[config.mk]
export PLATFORM = sky130hd
export DESIGN_NAME = zlft_div
export DESIGN_NICKNAME = d
export VERILOG_FILES = /design/src/design/zlft_pkg.sv /design/src/design/zlft_div.sv
export SDC_FILE = /design/constraint.sdc
export NUM_CORES = 1
export LEC_CHECK = 0
export BUFFER_PORTS_ARGS = -buffer_cell sky130_fd_sc_hd__buf_4
export CORE_UTILIZATION = 57
export DETAILED_ROUTE_END_ITERATION = 10
export HOLD_SLACK_MARGIN = 0.15
export PLACE_DENSITY = 0.88
export SLEW_MARGIN = 20
export SYNTH_ARGS = -nofsm -noshare
export SYNTH_HDL_FRONTEND = slang
export SYNTH_SLANG_ARGS = --single-unit
[constraint.sdc]
create_clock -name clk -period 3.15 [get_ports clk]
set_input_delay 0.1575 -clock clk [delete_from_list [all_inputs] [get_ports clk]]
set_output_delay 0.1575 -clock clk [all_outputs]
set_load 0.005 [all_outputs]
[src/design/zlft_pkg.sv]
`timescale 1ns / 1ps
package zlft_pkg;

	localparam int ZOOM_LEVELS_DEF = 32;
	localparam int CREDIT_W = 40;
	localparam int IDX_W = 64;
	localparam int THR_W = 16;
	localparam int QUOT_W = 33;
	localparam int CFG_IDX_W = 3;

	localparam logic signed [CREDIT_W-1:0] CREDIT_ONE = 40'sd65536;
	localparam logic signed [CREDIT_W-1:0] CREDIT_MAX = 40'sh7FFFFFFFFF;
	localparam logic signed [CREDIT_W-1:0] CREDIT_MIN = 40'sh8000000000;
	localparam logic signed [CREDIT_W-1:0] CREDIT_INC_LIM = CREDIT_MAX - CREDIT_ONE;

	typedef enum logic [CFG_IDX_W-1:0] {
		REG_MAX_ZOOM     = 3'd0,
		REG_THIN_EN      = 3'd1,
		REG_LINE_DROP    = 3'd2,
		REG_POLY_DROP    = 3'd3,
		REG_DENSITY_THR  = 3'd4
	} cfg_reg_t;

	typedef enum logic [1:0] {
		KIND_POINT   = 2'd0,
		KIND_LINE    = 2'd1,
		KIND_POLYGON = 2'd2,
		KIND_OTHER   = 2'd3
	} kind_t;

	localparam logic ACT_FEATURE = 1'b0;
	localparam logic ACT_LOAD    = 1'b1;

	typedef struct packed {
		logic inc;
		logic load;
		logic step;
		logic tok_set;
		logic tok_clr;
		logic mark;
	} cell_ctl_t;

endpackage

[src/design/zlft_div.sv]
`timescale 1ns / 1ps
module zlft_div (
	input  logic                              clk,
	input  logic                              arst_n,
	input  logic                              go,
	input  logic [zlft_pkg::THR_W-1:0]        divisor,
	output logic                              running,
	output logic                              valid,
	output logic [zlft_pkg::QUOT_W-1:0]       quot
);
	// restoring divide of 2^32 by the divisor, one quotient bit a cycle
	localparam int CNT_W = $clog2(zlft_pkg::QUOT_W + 1);

	logic [CNT_W-1:0] cnt_q;
	logic [zlft_pkg::THR_W:0] rem_q;
	logic [zlft_pkg::QUOT_W-1:0] quot_q;
	logic [zlft_pkg::THR_W-1:0] dvs_q;
	logic run_q, valid_q;
	logic [zlft_pkg::THR_W:0] rem_sh;
	logic ge;

	assign rem_sh = {rem_q[zlft_pkg::THR_W-1:0], (cnt_q == CNT_W'(zlft_pkg::QUOT_W))};
	assign ge = rem_sh >= {1'b0, dvs_q};

	always_ff @(posedge clk or negedge arst_n) begin
		if (!arst_n) begin
			run_q <= 1'b0;
			valid_q <= 1'b0;
			cnt_q <= '0;
		end else if (go) begin
			run_q <= 1'b1;
			valid_q <= 1'b0;
			cnt_q <= CNT_W'(zlft_pkg::QUOT_W);
		end else if (run_q) begin
			cnt_q <= cnt_q - 1'b1;
			if (cnt_q == CNT_W'(1)) begin
				run_q <= 1'b0;
				valid_q <= 1'b1;
			end
		end
	end

	always_ff @(posedge clk) begin
		if (go) begin
			dvs_q <= divisor;
			rem_q <= '0;
			quot_q <= '0;
		end else if (run_q) begin
			rem_q <= ge ? rem_sh - {1'b0, dvs_q} : rem_sh;
			quot_q <= {quot_q[zlft_pkg::QUOT_W-2:0], ge};
		end
	end

	assign running = run_q;
	assign valid = valid_q;
	assign quot = quot_q;
endmodule

# Yosys cells after proc, flatten, opt, wreduce, memory -nomap -nowiden
# Cells that the tools add are included.
dict set report classes {
  addsub 2
  n_eq_ne 2
  n_reduce_logical 3
  order_cmp 1
  mux 9
}
# cell n
set ops {}
lappend ops {{$ge A17 B16 Y1} 1}
lappend ops {{$mux W16} 1}
lappend ops {{$sub A16 B16 Y16} 1}
lappend ops {{$mux W6} 2}
lappend ops {{$eq A6 B1 Y1 const B} 1}
lappend ops {{$eq A6 B6 Y1 const B} 1}
lappend ops {{$mux W1} 6}
lappend ops {{$sub A6 B1 Y6 const B} 1}
lappend ops {{$reduce_bool A2 Y1} 2}
lappend ops {{$reduce_and A2 Y1} 1}
dict set report totals {
  out_inout_bits 35
  in_bits 19
  reg_bits 73
}

# Depth between registers and ports, before layout
dict set report logic_depth {
  word_depth 4
  depth_mapped 12
}

# Least setup slack after synthesis
# No wires, ideal clock.
dict set report synth_timing {
  path_kind {reg-to-reg}
  startpoint {register cnt_q[1]}
  endpoint {register rem_q[7] in the netlist's numbering}
  setup_time_ps 134
  required_ps 3016
  path_slack_ps 305
  period_less_slack_ps 2845
  arrival_time_ps 2712
  stages_incl_launch_ff 13
  cell_sequence {dfrtp_1 > inv_1 > ha_1 > nor4b_1 > nand2_1 > ha_1 > nand2b_1 > a211o_1 > a211o_1 > a31o_1 > clkbuf_1 > a41oi_1 > o22ai_1}
}
dict set report synth_via {
  elab_chain_len 3
  word_cells_on_any_way 4
}
# item line
set synth_lines {}
lappend synth_lines {{from (decl)} zlft_div.sv:14} ;# logic [CNT_W-1:0] cnt_q;
lappend synth_lines {{from (signal assigned)} zlft_div.sv:33} ;# cnt_q <= CNT_W'(zlft_pkg::QUOT_W);
lappend synth_lines {{from (signal assigned)} zlft_div.sv:35} ;# cnt_q <= cnt_q - 1'b1;
lappend synth_lines {{$eq A6 B6 Y1 (*)} zlft_div.sv:22} ;# assign rem_sh = {rem_q[zlft_pkg::THR_W-1:0], (cnt_q == CNT_W'(zlft_pkg::QUOT_W))};
lappend synth_lines {{$sub A16 B16 Y16 or $ge A17 B16 Y1 (tied branches)} {zlft_div.sv:49, zlft_div.sv:23}}
lappend synth_lines {{$mux W16 (*)} zlft_div.sv:49} ;# rem_q <= ge ? rem_sh - {1'b0, dvs_q} : rem_sh;
lappend synth_lines {{to (signal assigned)} zlft_div.sv:49}
lappend synth_lines {{to (decl)} zlft_div.sv:15} ;# logic [zlft_pkg::THR_W:0] rem_q;
# Every way passes the cells marked *; elsewhere a longest branch is shown, timed or not.
# A chain may end at the register's enable or synchronous reset.

# Worst setup path after layout
dict set report layout_timing {
  startpoint {register cnt_q[1]}
  endpoint {register rem_q[10] in the netlist's numbering}
}
# The elaborated chain is that of the path after synthesis.

==> qor.txt <==
Hold Startpoint -> go
ANT nets after route -> 0
RR Endpoint -> rem_q[10]
synth top area cells -> dfxtp_1, edfxtp_1, mux2i_1
outcome -> completed
DRT Pass-1 Iters -> 7
leakage power -> 0.00215 uW
PwrDens -> 794 nW/um^2
mean post-synth cell area -> 9.41 um^2
Worst Tran Pin Value -> 829 ps
CTS tree -> built
Slew HR -> 44.8%
Reg2Reg Setup Slack -> 100 ps
Final Setup Violations -> 0
worst min path class -> in2reg
Worst path most repeated cell -> a211o_1
Ys Warns -> 0
gr busiest metal -> met2
Post-synth EDFFs -> 16
Setup crit start -> cnt_q[1]
leading area contributor after synthesis -> dfxtp_1
core area -> 6310 um^2
crit path capture type -> flop
CP Data Required Time -> 3410 ps
Max Clock Freq -> 328 MHz
first-pass GRT wire length -> 13.8 mm
die height -> 82.7 um
Placed Cells -> 506
area after detailed placement -> 4150 um^2
Post-Route WL -> 8.89 mm
Clk Latency, worst-skew pair -> 350 ps
asr flop ratio synth -> 11.0%
Hold Path Stages -> 2
critical path fanouts, max -> 5
period utilisation layout -> 96.7%
Overflow after GRT -> 0
fin area -> 4590 um^2
max-slew violation count -> 0
DR iter-0 viols -> 310
clk sinks -> 73
Die ar. -> 6850 um^2
Crit path buffers/inverters -> 1
synthesized net count -> 433
Vias/cell -> 5.93
CP top delay family -> compound AO/OA/AOI/OAI gates
placement row count -> 29
setup TNS after final layout -> 0 ps
Main synth FF type -> dfxtp_1
Area Overhead vs Synth -> 23.5%
post-synth top area share -> 26.4%
htree depth -> 3
CP peak stage delay -> 400 ps
CTS Buf Count -> 9
Unique masters post-synth -> 52
GR Util met3 -> 6.15%
nets -> 498
maxcap violations -> 0
initial antenna violation count -> 0
die span in x -> 82.7 um
vias -> 3215
GR Layer Usage met2 -> 46.8%
RSZ-0062 raised after global routing -> yes
# DRC -> 0
Detail Placement HPWL -> 5.80 mm
Seq/Total Area, Yosys -> 44.7%
peak supply drop -> 0.429 mV
Syn Std Cell Area -> 3720 um^2
Total GRT Usage -> 27.4%
Post-Syn Instances -> 395
vias in the first global route -> 3030
number of synthesized register bits -> 73
Antenna Cells -> 0
Reg clk slew, reported paths -> 80 ps
CP Data Arrival Time -> 3310 ps
FF-to-FF path depth -> 11
worst clock skew -> 7.06 ps
Placer Congestion -> 0.938
starting density of the core -> 58.9%
critical path type -> reg2reg
final hold vios -> 0
share of cells above drive strength 1 -> 18.9%
critical path cell sequence -> inv_1 > ha_1 > nor4b_4 > nand2_1 > ha_1 > nand2b_1 > a211o_1 > a211o_1 > a31o_4 > a211o_1 > a311oi_1
Worst setup SP type -> flop
FF-to-FF Start -> cnt_q[1]
I/O Buffers -> 53
Root Buffer -> clkbuf_8
hold path endpoint -> quot[1]
maximum buffer depth of the clock tree -> 2
Final Non-Filler Cells -> 542
DR WL/cell -> 16.4 um
met1 global-route usage -> 32.6%
slowest stage cell, crit path -> dfrtp_1
largest net degree at the start of global routing -> 83
# IOs -> 54
crit path time final -> 3050 ps
==> metrics by stage <==
step / hold slack, ps / worst slack (ps) / total power [uW] / util [%]
floorplan: -138 / 305 / 2420 / -
global placement: -21.5 / 201 / 2750 / 65.8
detailed placement: -19.0 / -91.9 / 2790 / 65.8
CTS: 378 / 40.1 / 3550 / 71.8
global route: 416 / -26.1 / 3870 / 72.7
finish: 384 / 103 / 3640 / 72.7
==> area by class of cell <==
cell class / count / area (um^2)
Multi-Input combinational cell: 275 / 1920
Clock inverter: 7 / 68.8
Fill cell: 462 / 1720
Timing Repair Buffer: 78 / 631
Inverter: 23 / 86.3
Tap cell: 77 / 96.3
Clock buffer: 9 / 124
Sequential cell: 73 / 1660
==> layout by cell type, fill, tap and decap left out, types with 10 or more instances in the layout <==
cell	n
nor2_1	61
buf_4	60
dfxtp_1	49
mux2i_1	32
inv_1	23
nand2_1	20
ha_1	18
dlygate4sd3_1	18
edfxtp_1	16
a21oi_1	15
xnor2_1	12
nand3_1	11
a311oi_1	10
==> sequential cells by signal, indices dropped and copies added (netlist names) <==
register  flops
dvs_q        16
running       1
valid         1
cnt_q         6
rem_q        16
quot         33
==> layer usage <==
metal | part of all wire, % | wire, um
met2 | 48 | 4300
met4 | 2.7 | 241
met3 | 7.0 | 626
met5 | 0 | 0
met1 | 42 | 3710
==> worst reg2reg max path: stages, from the launching register on <==
cell	delay, ps
dfrtp_1	400
inv_1	90
ha_1	150
nor4b_4	230
nand2_1	130
ha_1	230
nand2b_1	180
a211o_1	320
a211o_1	380
a31o_4	300
a211o_1	300
a311oi_1	250
==> where the power goes <==
group	switching (uW)	internal (uW)	leakage, uW	total, uW
sequential	197	1120	0.000649	1310
combinational	914	693	0.00141	1610
clock	360	364	0.0000970	724
==> how the worst max path moves through the flow <==
stage                            to  slack [ps]  cells past startpoint
after floorplan            rem_q[7]         300                     12
after global placement     rem_q[0]         200                     12
after detailed placement  rem_q[14]         -90                     12
after CTS                 rem_q[14]          40                     12
after global routing       rem_q[8]         -30                     12
final                     rem_q[10]         100                     11
==> repair_timing <==
item,4_1_cts,5_1_grt
cloned,0,0
pin swaps,0,5
resized for setup,1,8
setup endpoints to repair,12,16
hold buffers,18,0
endpoints found under the hold margin,24,0
buffers inserted,0,2
==> cells by family (layout without fill, tap and decap cells) <==
group | after synthesis | in the layout | synth area share, %
compound gates | 83 | 83 | 15.6
fa+ha+maj | 19 | 19 | 6.60
flops | 73 | 73 | 44.7
xor+xnor | 16 | 16 | 3.77
simple gates | 125 | 125 | 15.8
mux | 32 | 32 | 8.62
buf+inv | 47 | 117 | 4.95
==> cell usage after synthesis (6+ instances only) <==
cell / instances
nor2_1: 61
dfxtp_1: 49
mux2i_1: 32
inv_1: 23
nand2_1: 20
ha_1: 18
clkbuf_1: 16
edfxtp_1: 16
a21oi_1: 15
xnor2_1: 12
nand3_1: 11
a311oi_1: 10
a211oi_1: 8
dfrtp_1: 8
o21ai_0: 7
o21ai_1: 7
nand2b_1: 6
Power figures use the tool's default switching activity.
