[config.mk]
export PLATFORM = sky130hd
export DESIGN_NAME = zlft_cell
export DESIGN_NICKNAME = d
export VERILOG_FILES = /design/src/design/zlft_pkg.sv /design/src/design/zlft_cell.sv
export SDC_FILE = /design/constraint.sdc
export NUM_CORES = 1
export LEC_CHECK = 0
export BUFFER_PORTS_ARGS = -buffer_cell sky130_fd_sc_hd__buf_2
export CAP_MARGIN = 10
export CORE_MARGIN = 3
export CORE_UTILIZATION = 31
export DETAILED_ROUTE_END_ITERATION = 10
export GPL_TIMING_DRIVEN = 1
export SLEW_MARGIN = 20
export SYNTH_ARGS = -nofsm -noshare
export SYNTH_HDL_FRONTEND = slang
export SYNTH_SLANG_ARGS = --single-unit
[constraint.sdc]
create_clock -name clk -period 4.8 [get_ports clk]
set_input_delay 0.96 -clock clk [delete_from_list [all_inputs] [get_ports clk]]
set_output_delay 0.96 -clock clk [all_outputs]
set_load 0.05 [all_outputs]
[src/design/zlft_pkg.sv]
`timescale 1ns / 1ps
package zlft_pkg;

	localparam int ZOOM_LEVELS_DEF = 32;
	localparam int CREDIT_W = 40;
	localparam int IDX_W = 64;
	localparam int THR_W = 16;
	localparam int QUOT_W = 33;
	localparam int CFG_IDX_W = 3;

	localparam logic signed [CREDIT_W-1:0] CREDIT_ONE = 40'sd65536;
	localparam logic signed [CREDIT_W-1:0] CREDIT_MAX = 40'sh7FFFFFFFFF;
	localparam logic signed [CREDIT_W-1:0] CREDIT_MIN = 40'sh8000000000;
	localparam logic signed [CREDIT_W-1:0] CREDIT_INC_LIM = CREDIT_MAX - CREDIT_ONE;

	typedef enum logic [CFG_IDX_W-1:0] {
		REG_MAX_ZOOM     = 3'd0,
		REG_THIN_EN      = 3'd1,
		REG_LINE_DROP    = 3'd2,
		REG_POLY_DROP    = 3'd3,
		REG_DENSITY_THR  = 3'd4
	} cfg_reg_t;

	typedef enum logic [1:0] {
		KIND_POINT   = 2'd0,
		KIND_LINE    = 2'd1,
		KIND_POLYGON = 2'd2,
		KIND_OTHER   = 2'd3
	} kind_t;

	localparam logic ACT_FEATURE = 1'b0;
	localparam logic ACT_LOAD    = 1'b1;

	typedef struct packed {
		logic inc;
		logic load;
		logic step;
		logic tok_set;
		logic tok_clr;
		logic mark;
	} cell_ctl_t;

endpackage

[src/design/zlft_cell.sv]
`timescale 1ns / 1ps
module zlft_cell (
	input  logic                                 clk,
	input  logic                                 arst_n,
	input  zlft_pkg::cell_ctl_t                  ctl,
	input  logic [zlft_pkg::CREDIT_W-1:0]        ival,
	input  logic [zlft_pkg::IDX_W-1:0]           idx,
	input  logic                                 tok_in,
	output logic                                 tok_out,
	output logic                                 neg,
	output logic [zlft_pkg::IDX_W-1:0]           last_kept
);
	logic signed [zlft_pkg::CREDIT_W-1:0] credit_q;
	logic [zlft_pkg::CREDIT_W-1:0] interval_q;
	logic [zlft_pkg::IDX_W-1:0] lk_q;
	logic tok_q;
	logic signed [zlft_pkg::CREDIT_W:0] diff;

	assign diff = {credit_q[zlft_pkg::CREDIT_W-1], credit_q} - {1'b0, interval_q};

	always_ff @(posedge clk or negedge arst_n) begin
		if (!arst_n) begin
			credit_q <= '0;
			interval_q <= '0;
			lk_q <= '0;
			tok_q <= 1'b0;
		end else begin
			if (ctl.load)
				interval_q <= ival;
			if (ctl.inc) begin
				if (credit_q > zlft_pkg::CREDIT_INC_LIM)
					credit_q <= zlft_pkg::CREDIT_MAX;
				else
					credit_q <= credit_q + zlft_pkg::CREDIT_ONE;
			end else if (ctl.step && tok_q) begin
				// saturate at the most negative value
				if (diff[zlft_pkg::CREDIT_W] && !diff[zlft_pkg::CREDIT_W-1])
					credit_q <= zlft_pkg::CREDIT_MIN;
				else
					credit_q <= diff[zlft_pkg::CREDIT_W-1:0];
			end
			if (ctl.mark)
				lk_q <= idx;
			if (ctl.tok_set)
				tok_q <= 1'b1;
			else if (ctl.tok_clr)
				tok_q <= 1'b0;
			else if (ctl.step)
				tok_q <= tok_in;
		end
	end

	assign tok_out = tok_q;
	assign neg = tok_q & credit_q[zlft_pkg::CREDIT_W-1];
	assign last_kept = lk_q;
endmodule

Word-level counts from Yosys, hierarchy flattened --
Cells that the tools add are included.
Cells by class: magnitude comparators 1, multiplexer cells 7, reduce and logical (&&, ||, !) cells 5, bitwise operators 1, add/sub/neg operators 2
Operators by type and width (number):
- $mux 40 | 4
- $sub 41x40->41 | 1
- $add 40x18->40 const B | 1
- $gt 40x40->1 const B | 1
- $mux 1 | 3
- $reduce_bool 3->1 | 1
- $logic_and 1x1->1 | 2
- $reduce_bool 2->1 | 1
- $and 1x1->1 | 1
- $logic_not 1->1 | 1
Storage, ports and cells: logic and storage cells 20, output and inout bits 66, register bits 145

Logic depth before layout (Yosys ltp) --
Gate-level depths: netlist of the first run.
word-level depth 6, gate-level depth with buffers 14, depth with buffers taken out 13

Least setup slack after synthesis of the first run --
OpenSTA, ideal clock, no wires.
path kind reg2reg, from register credit_q[0] (netlist name), to register credit_q[34] (netlist name), arrival time 2807 ps, period minus slack after synthesis 2927 ps, path buffers 0, stages on the path, launching flop included 14, path slack 1873 ps, path through dfrtp_1 inv_1 ha_1 inv_1 fa_1 a21o_1 a221oi_1 o21ai_0 a41oi_1 a221oi_1 a21bo_2 a31oi_1 a21oi_1 a31o_2
Between the ends: longest elaborated chain between the ends 6, elaborated cells between the ends (all ways) 9
Ends and longest elaborated chain:
- start, declared | line zlft_cell.sv:13 | logic signed [zlft_pkg::CREDIT_W-1:0] credit_q;
- start signal, assigned | line zlft_cell.sv:32 | credit_q <= zlft_pkg::CREDIT_MAX;
- start signal, assigned | line zlft_cell.sv:34 | credit_q <= credit_q + zlft_pkg::CREDIT_ONE;
- start signal, assigned | line zlft_cell.sv:38 | credit_q <= zlft_pkg::CREDIT_MIN;
- $sub 41x40->41 | line zlft_cell.sv:19 | assign diff = {credit_q[zlft_pkg::CREDIT_W-1], credit_q} - {1'b0, interval_q};
- $logic_not 1->1 | line zlft_cell.sv:37 | if (diff[zlft_pkg::CREDIT_W] && !diff[zlft_pkg::CREDIT_W-1])
- $logic_and 1x1->1 | line zlft_cell.sv:37
- $mux 40 | line zlft_cell.sv:37
- $mux 40 | line zlft_cell.sv:35 | end else if (ctl.step && tok_q) begin
- $mux 40 (*) | line zlft_cell.sv:30 | if (ctl.inc) begin
Mark *: on every way between the ends. The rest lies on a longest branch, timed or not. The select of a mux whose other input is x is not followed. A chain may end at the register's enable or synchronous reset.

Final worst setup path of the first run --
from register credit_q[0] (netlist name), to register credit_q[30] (netlist name)
The elaborated chain is that of the path after synthesis.

==> results.ini, run 1 <==
[die]
coreArea_sq_um = 26300
start_util = 0.318
dieHeight_um = 170
dieArea_sq_um = 29000
boundaryPins = 179
rows = 59
die_x_um = 170

[yosys]
ys_ff_latch = 145
syn_nets = 1026
syn_avg_cell_area_sq_um = 9.62
syn_inst = 870
yosys_warnings = 0
yosysSeqAreaShare = 0.434
synth-edff-count = 0
async_flop_share = 1.00
synthDistinctLibCells = 64
synth_ff_type = dfrtp_1
synth.cell_area_sq_um = 8370

[place]
numPortBuffers = 178
dpl_cell_area_sq_um = 9590
gp_congestion = 0.910
dp_cells = 1356
dp_hpwl_um = 17700
pre_cts_slack_ns = 1.42

[critical_path]
start_kind = register
endpoint_kind = register
required_ns = 5.09
cp_max_fo = 4
reg2reg_slack_ns = 1.25
r2r_cells = 13
r2r_end = credit_q[30]$_DFFE_PN0P_
critical_path_arrival_ns = 3.84
path_class = reg2reg
reg2reg_from = credit_q[0]$_DFFE_PN0P_

[route]
wirelength_um = 23500
antenna_left = 0
drt_iter0_markers = 505
wl_per_cell_um = 17.0
vias = 7181
drtPass1Iterations = 5
drcViolationCount = 0
vias_per_cell = 5.17

[sta]
finalWorstSetupSlack_ns = 1.25
finClkSkew_ns = 0.00864
finalSetupTns_ns = 0
setup_viol = 0
relSlewSlack = 0.395
slew_viol_final = 0
tightestPinTransition_ns = 0.908
hold_viol_final = 0
min_period_ns = 3.55
fmax_mhz = 282
rsz0062_at_grt = no
period_share = 0.739

[clock_network]
cts_setup_buffers = 0
cts_sinks = 145
h-tree-depth = 4
clockRootBuffer = clkbuf_16
cts_tree = done
cts_resized = 0
cts_made_buffers = 17
cts_hold_buf = 0
clk_pin_slew_ns = 0.07
clock_latency_ns = 0.43
clock_path_buffers = 2

[finish]
num-fill-cells = 2663
drive_gt1_frac = 0.288
finalNonFillerCells = 1389
synthToLayoutAreaGrowth_pct = 22.0
design_area_sq_um = 10200
nNetsFinal = 1196

[hold_path]
min_path_cells = 1
min_to = last_kept[24]$_DFFE_PN0P_
hold_class = reg2reg
hold_start = last_kept[24]$_DFFE_PN0P_

[power_and_ir_drop]
swShare = 0.427
p_sw_w = 0.00245
ir_drop_mv = 0.217
power.leakage_nw = 4.75
finalPower_w = 0.00573
power_density_nw_per_um2 = 561
p_comb_frac = 0.461
p_clk_frac = 0.245
pwr-share-seq = 0.294
intPower_w = 0.00328

[global_routing]
grt_pass1_vias = 7051
grt_pass1_wl_um = 37200
grt_max_degree = 81
grt_antenna_before_repair = 2
track_usage = 0.161
gr-total-overflow = 0

[run]
cap_violations = 0

[outcome]
run_status = completed

==> cell type report <==
type,instances,area [sq um],area share
inverters,54,203,0.0199
diodes,1,2.50,0.000245
clock buffers,17,425,0.0417
well taps,335,419,0.0411
repair buffers,186,957,0.0938
clock inverters,15,190,0.0186
flip-flops and latches,145,3630,0.355
multi-input cells,636,4380,0.429
==> cell usage after synthesis, types with 4 or more instances <==
library cell,n,area share
a22oi_1,6,0.0054
a211oi_1,4,0.0036
and2_1,7,0.0052
xor2_1,19,0.020
a21oi_1,69,0.041
o21a_1,6,0.0054
a32oi_1,4,0.0042
and3_1,13,0.0097
o21bai_1,7,0.0063
o21ai_0,73,0.044
mux2_2,65,0.087
nand2b_1,8,0.0060
nand4_1,16,0.012
clkbuf_1,31,0.014
a21o_1,24,0.022
ha_1,42,0.063
inv_1,54,0.024
dfrtp_1,145,0.43
nor4_1,8,0.0060
nor2_1,31,0.014
nand3_1,18,0.011
nor3_1,14,0.0084
nor3b_1,5,0.0045
o21ai_1,23,0.014
a31oi_1,8,0.0060
xnor2_1,18,0.019
nand2_1,90,0.040
o211ai_2,5,0.0075
a221o_1,4,0.0048
==> flip-flops by register name (all words and copies together) (netlist names) <==
register    cells
tok_out         1
interval_q     40
credit_q       40
last_kept      64
==> metal layers <==
layer	GRT usage	share of wire	up-vias
met4	0.0522	0.025	2
met3	0.0393	0.072	45
met1	0.205	0.44	3369
met5	0	0.00051	-
met2	0.270	0.46	281
li1	-	-	3484
==> how the worst max path moves through the flow <==
| stage | from | end |
|---|---|---|
| 2_1_floorplan | credit_q[0]$_DFFE_PN0P_ | credit_q[34]$_DFFE_PN0P_ |
| 3_3_place_gp | credit_q[0]$_DFFE_PN0P_ | credit_q[30]$_DFFE_PN0P_ |
| 3_5_place_dp | credit_q[0]$_DFFE_PN0P_ | credit_q[25]$_DFFE_PN0P_ |
| 4_1_cts | credit_q[0]$_DFFE_PN0P_ | credit_q[30]$_DFFE_PN0P_ |
| 5_1_grt | credit_q[0]$_DFFE_PN0P_ | credit_q[30]$_DFFE_PN0P_ |
| 6_report | credit_q[0]$_DFFE_PN0P_ | credit_q[30]$_DFFE_PN0P_ |
==> worst max-delay path, stage by stage, from the launching register on <==
cell and delay [ns]:
dfrtp_1 0.40, inv_1 0.06, ha_1 0.16, inv_1 0.05
fa_1 0.40, a21o_1 0.22, a221oi_1 0.42, o21ai_0 0.32
a41oi_1 0.43, a221oi_1 0.19, a21bo_2 0.26, a21o_1 0.21
xnor2_1 0.19, o21ai_1 0.09
==> stage by stage <==
stage          hold slack, ns  utilization
5_1_grt                 0.510        0.388
4_1_cts                 0.506        0.388
3_5_place_dp            0.490        0.365
6_report                0.500        0.388
2_1_floorplan           0.485            -
3_3_place_gp            0.484        0.365
==> power groups by stage <==
stage / Clock (W) / Sequential, W / Combinational [W]
finish: 0.00140 / 0.00168 / 0.00264
global route: 0.00150 / 0.00172 / 0.00291
CTS: 0.00145 / 0.00168 / 0.00263
detailed placement: 0 / 0.00170 / 0.00261
global placement: 0 / 0.00170 / 0.00261
floorplan: 0 / 0.00184 / 0.00184
==> cells in the final DEF, fill, tap and decap left out, types with 14 or more instances in the layout <==
cell type	synthesis	routed
a21o_1	24	24
a21oi_1	69	69
buf_2	0	177
clkbuf_16	0	17
dfrtp_1	145	145
ha_1	42	42
inv_1	54	54
mux2_2	65	65
nand2_1	90	90
nand3_1	18	18
nand4_1	16	16
nor2_1	31	31
nor3_1	14	14
o21ai_0	73	73
o21ai_1	23	23
xnor2_1	18	18
xor2_1	19	19
==> logic make-up (layout without fill, tap and decap cells) <==
family | count (synthesis) | count (layout) | synth area share
XOR/XNOR | 37 | 37 | 0.0387
other | 0 | 1 | 0
adder cells (fa/ha/maj) | 43 | 43 | 0.0652
flip-flops | 145 | 145 | 0.434
buffers and inverters | 89 | 272 | 0.0426
AO/OA/AOI/OAI | 270 | 270 | 0.205
AND/OR/NAND/NOR | 219 | 219 | 0.125
multiplexers | 67 | 67 | 0.0899
Power figures use the tool's default switching activity.
==> run 2: changes to the inputs <==
==> constraint.sdc (replaced) <==
create_clock -name clk -period 3.22 [get_ports clk]
set_input_delay 0.644 -clock clk [delete_from_list [all_inputs] [get_ports clk]]
set_output_delay 0.644 -clock clk [all_outputs]
set_load 0.05 [all_outputs]
==> run 2 against run 1 <==
Sequential share of layout area down 0.68 points. Flip-flop and latch count did not move. Global-route usage grew 0.57 points. Count of clock-buffer cells in the layout is 1 higher. Clock power increased by 41%. Clock skew grew 0.0043 ns. Highest routed layer unchanged. Die area stayed put. Combinational power grew 57%. Utilization grew 0.76 points. Sequential power is 49% higher. Via count up 1.8%. First-iteration DRC count shrank 18%. Critical path type unchanged.
==> results.ini, run 2 (synthesized netlist as in run 1, its figures left out) <==
[clock_network]
cts_made_buffers = 17  ; unchanged
cts_tree = done
clock_latency_ns = 0.42  ; about the same
h-tree-depth = 4  ; unchanged
clk_pin_slew_ns = 0.07  ; about the same
clock_path_buffers = 2  ; unchanged
cts_hold_buf = 0  ; unchanged
clockRootBuffer = clkbuf_16
cts_sinks = 145  ; unchanged

[finish]
mostFrequentLayoutCell = buf_2
register_area_sq_um = 3630  ; unchanged
multi_input_area_sq_um = 4410  ; +0.51%
layout_common_cells = 177 x buf_2, 145 x dfrtp_1, 90 x nand2_1
synthToLayoutAreaGrowth_pct = 24.4
num-fill-cells = 2614  ; -1.8%
drive_gt1_frac = 0.306  ; +0.0187
nNetsFinal = 1220  ; +2.0%
largest_reg_flops = 64  ; unchanged

[hold_path]
hold_class = in2async

[sta]
tightestPinTransition_ns = 0.659  ; -0.249 ns
hold_slack_ns = 0.197  ; -0.303 ns
period_share = 0.929  ; +0.191
finClkSkew_ns = 0.0129  ; +0.00429 ns
hold_viol_final = 0  ; unchanged
relSlewSlack = 0.561  ; +0.166
setup_viol = 0  ; unchanged
fmax_mhz = 334  ; +18%
min_period_ns = 2.99  ; -0.553 ns
slew_viol_final = 0  ; unchanged
rsz0062_at_grt = no
finalSetupTns_ns = 0  ; unchanged

[critical_path]
cp_slowest_cell = dfrtp_1
required_ns = 3.52  ; -1.57 ns
cp_max_fo = 4  ; unchanged
critical_path_arrival_ns = 3.29  ; -0.55 ns
endpoint_kind = register
reg2reg_slack_ns = 0.23  ; -1.03 ns
start_kind = register
path_class = reg2reg
path_cells = inv_1 > ha_1 > inv_1 > fa_1 > a21o_1 > a221o_1 > a21oi_2 > nand2b_1 > a211oi_1 > o22ai_2 > o21ai_4 > and2_1 > a221o_1
crit_path_max_incr_delay_ns = 0.40  ; -0.03 ns

[die]
dieArea_sq_um = 29000  ; unchanged
boundaryPins = 179  ; unchanged
die_x_um = 170  ; unchanged
dieHeight_um = 170  ; unchanged
coreArea_sq_um = 26300  ; unchanged
rows = 59  ; unchanged
start_util = 0.318  ; unchanged

[place]
numPortBuffers = 178  ; unchanged
gp_congestion = 0.907  ; -0.31%
dp_hpwl_um = 18600  ; +5.1%

[power_and_ir_drop]
power.leakage_nw = 4.85  ; +2.1%
power_density_nw_per_um2 = 829  ; +48%
ir_drop_mv = 0.350  ; +61%

[outcome]
run_status = completed

[global_routing]
grt_pass1_vias = 7265  ; +3.0%
grt_pass1_wl_um = 38600  ; +3.8%
track_usage = 0.167  ; +0.00570
grt_antenna_before_repair = 3  ; +1
gr-total-overflow = 0  ; unchanged
grt_max_degree = 65  ; -20%

[route]
antenna_left = 0  ; unchanged
drt_iter0_markers = 412  ; -18%
vias = 7308  ; +1.8%
drtPass1Iterations = 5  ; unchanged
wirelength_um = 24200  ; +3.0%
wl_per_cell_um = 17.1  ; +1.2%
drcViolationCount = 0  ; unchanged
vias_per_cell = 5.17  ; about the same

[run]
cap_violations = 0  ; unchanged

run 2: repair_timing:
item	in CTS	in global routing
buffers inserted	0	2
endpoints found under the setup margin	0	16
resized for setup	0	4
run 2: stage by stage:
step                       util  area (sq um)  worst slack, ns  total power (W)  cells
final                     0.396         10400            0.227          0.00863   1414
after global routing      0.396         10400           0.0238          0.00925   1412
after CTS                 0.394         10400          0.00245          0.00861   1410
after detailed placement  0.373          9790           0.0199          0.00658   1378
after global placement    0.373          9790            0.117          0.00655   1378
after floorplan               -          8370            0.293          0.00547    870
run 2: power by group:
part	switching, W	internal (W)
sequential	0.000340	0.00217
clock	0.000878	0.00109
combinational	0.00245	0.00170
run 2: layout make-up:
| type | count | share of cell area |
|---|---|---|
| repair buffers | 210 | 0.113 |
| clock buffers | 18 | 0.0412 |
| clock inverters | 14 | 0.0138 |
| well taps | 335 | 0.0403 |
| diodes | 2 | 0.000481 |
| inverters | 54 | 0.0195 |
| flip-flops and latches | 145 | 0.349 |
| multi-input cells | 636 | 0.423 |
run 2: worst max-delay path, delay by kind of cell (launching register included):
family                   cells  cell delay (ns)
AND/OR/NAND/NOR              2             0.35
AO/OA/AOI/OAI                7             1.44
flip-flops                   1             0.40
adder cells (fa/ha/maj)      2             0.56
buffers and inverters        2             0.12
run 2: metal layers:
layer	wire length, um	global-route usage
met1	10900	0.213
met5	12	0
met4	336	0.0480
met3	1600	0.0339
met2	11400	0.286
run 2: final timing paths:
kind                            depth (start not counted)                         end                 startpoint
min in group clk                                        2         tok_out$_DFFE_PN0P_                     ctl[1]
worst min register to register                          1   last_kept[33]$_DFFE_PN0P_  last_kept[33]$_DFFE_PN0P_
worst max-delay path                                   13     credit_q[1]$_DFFE_PN0P_    credit_q[0]$_DFFE_PN0P_
max in group asynchronous                               2  interval_q[22]$_DFFE_PN0P_                     arst_n
worst min-delay path                                    1   last_kept[25]$_DFFE_PN0P_                     arst_n
worst max register to register                         13     credit_q[1]$_DFFE_PN0P_    credit_q[0]$_DFFE_PN0P_
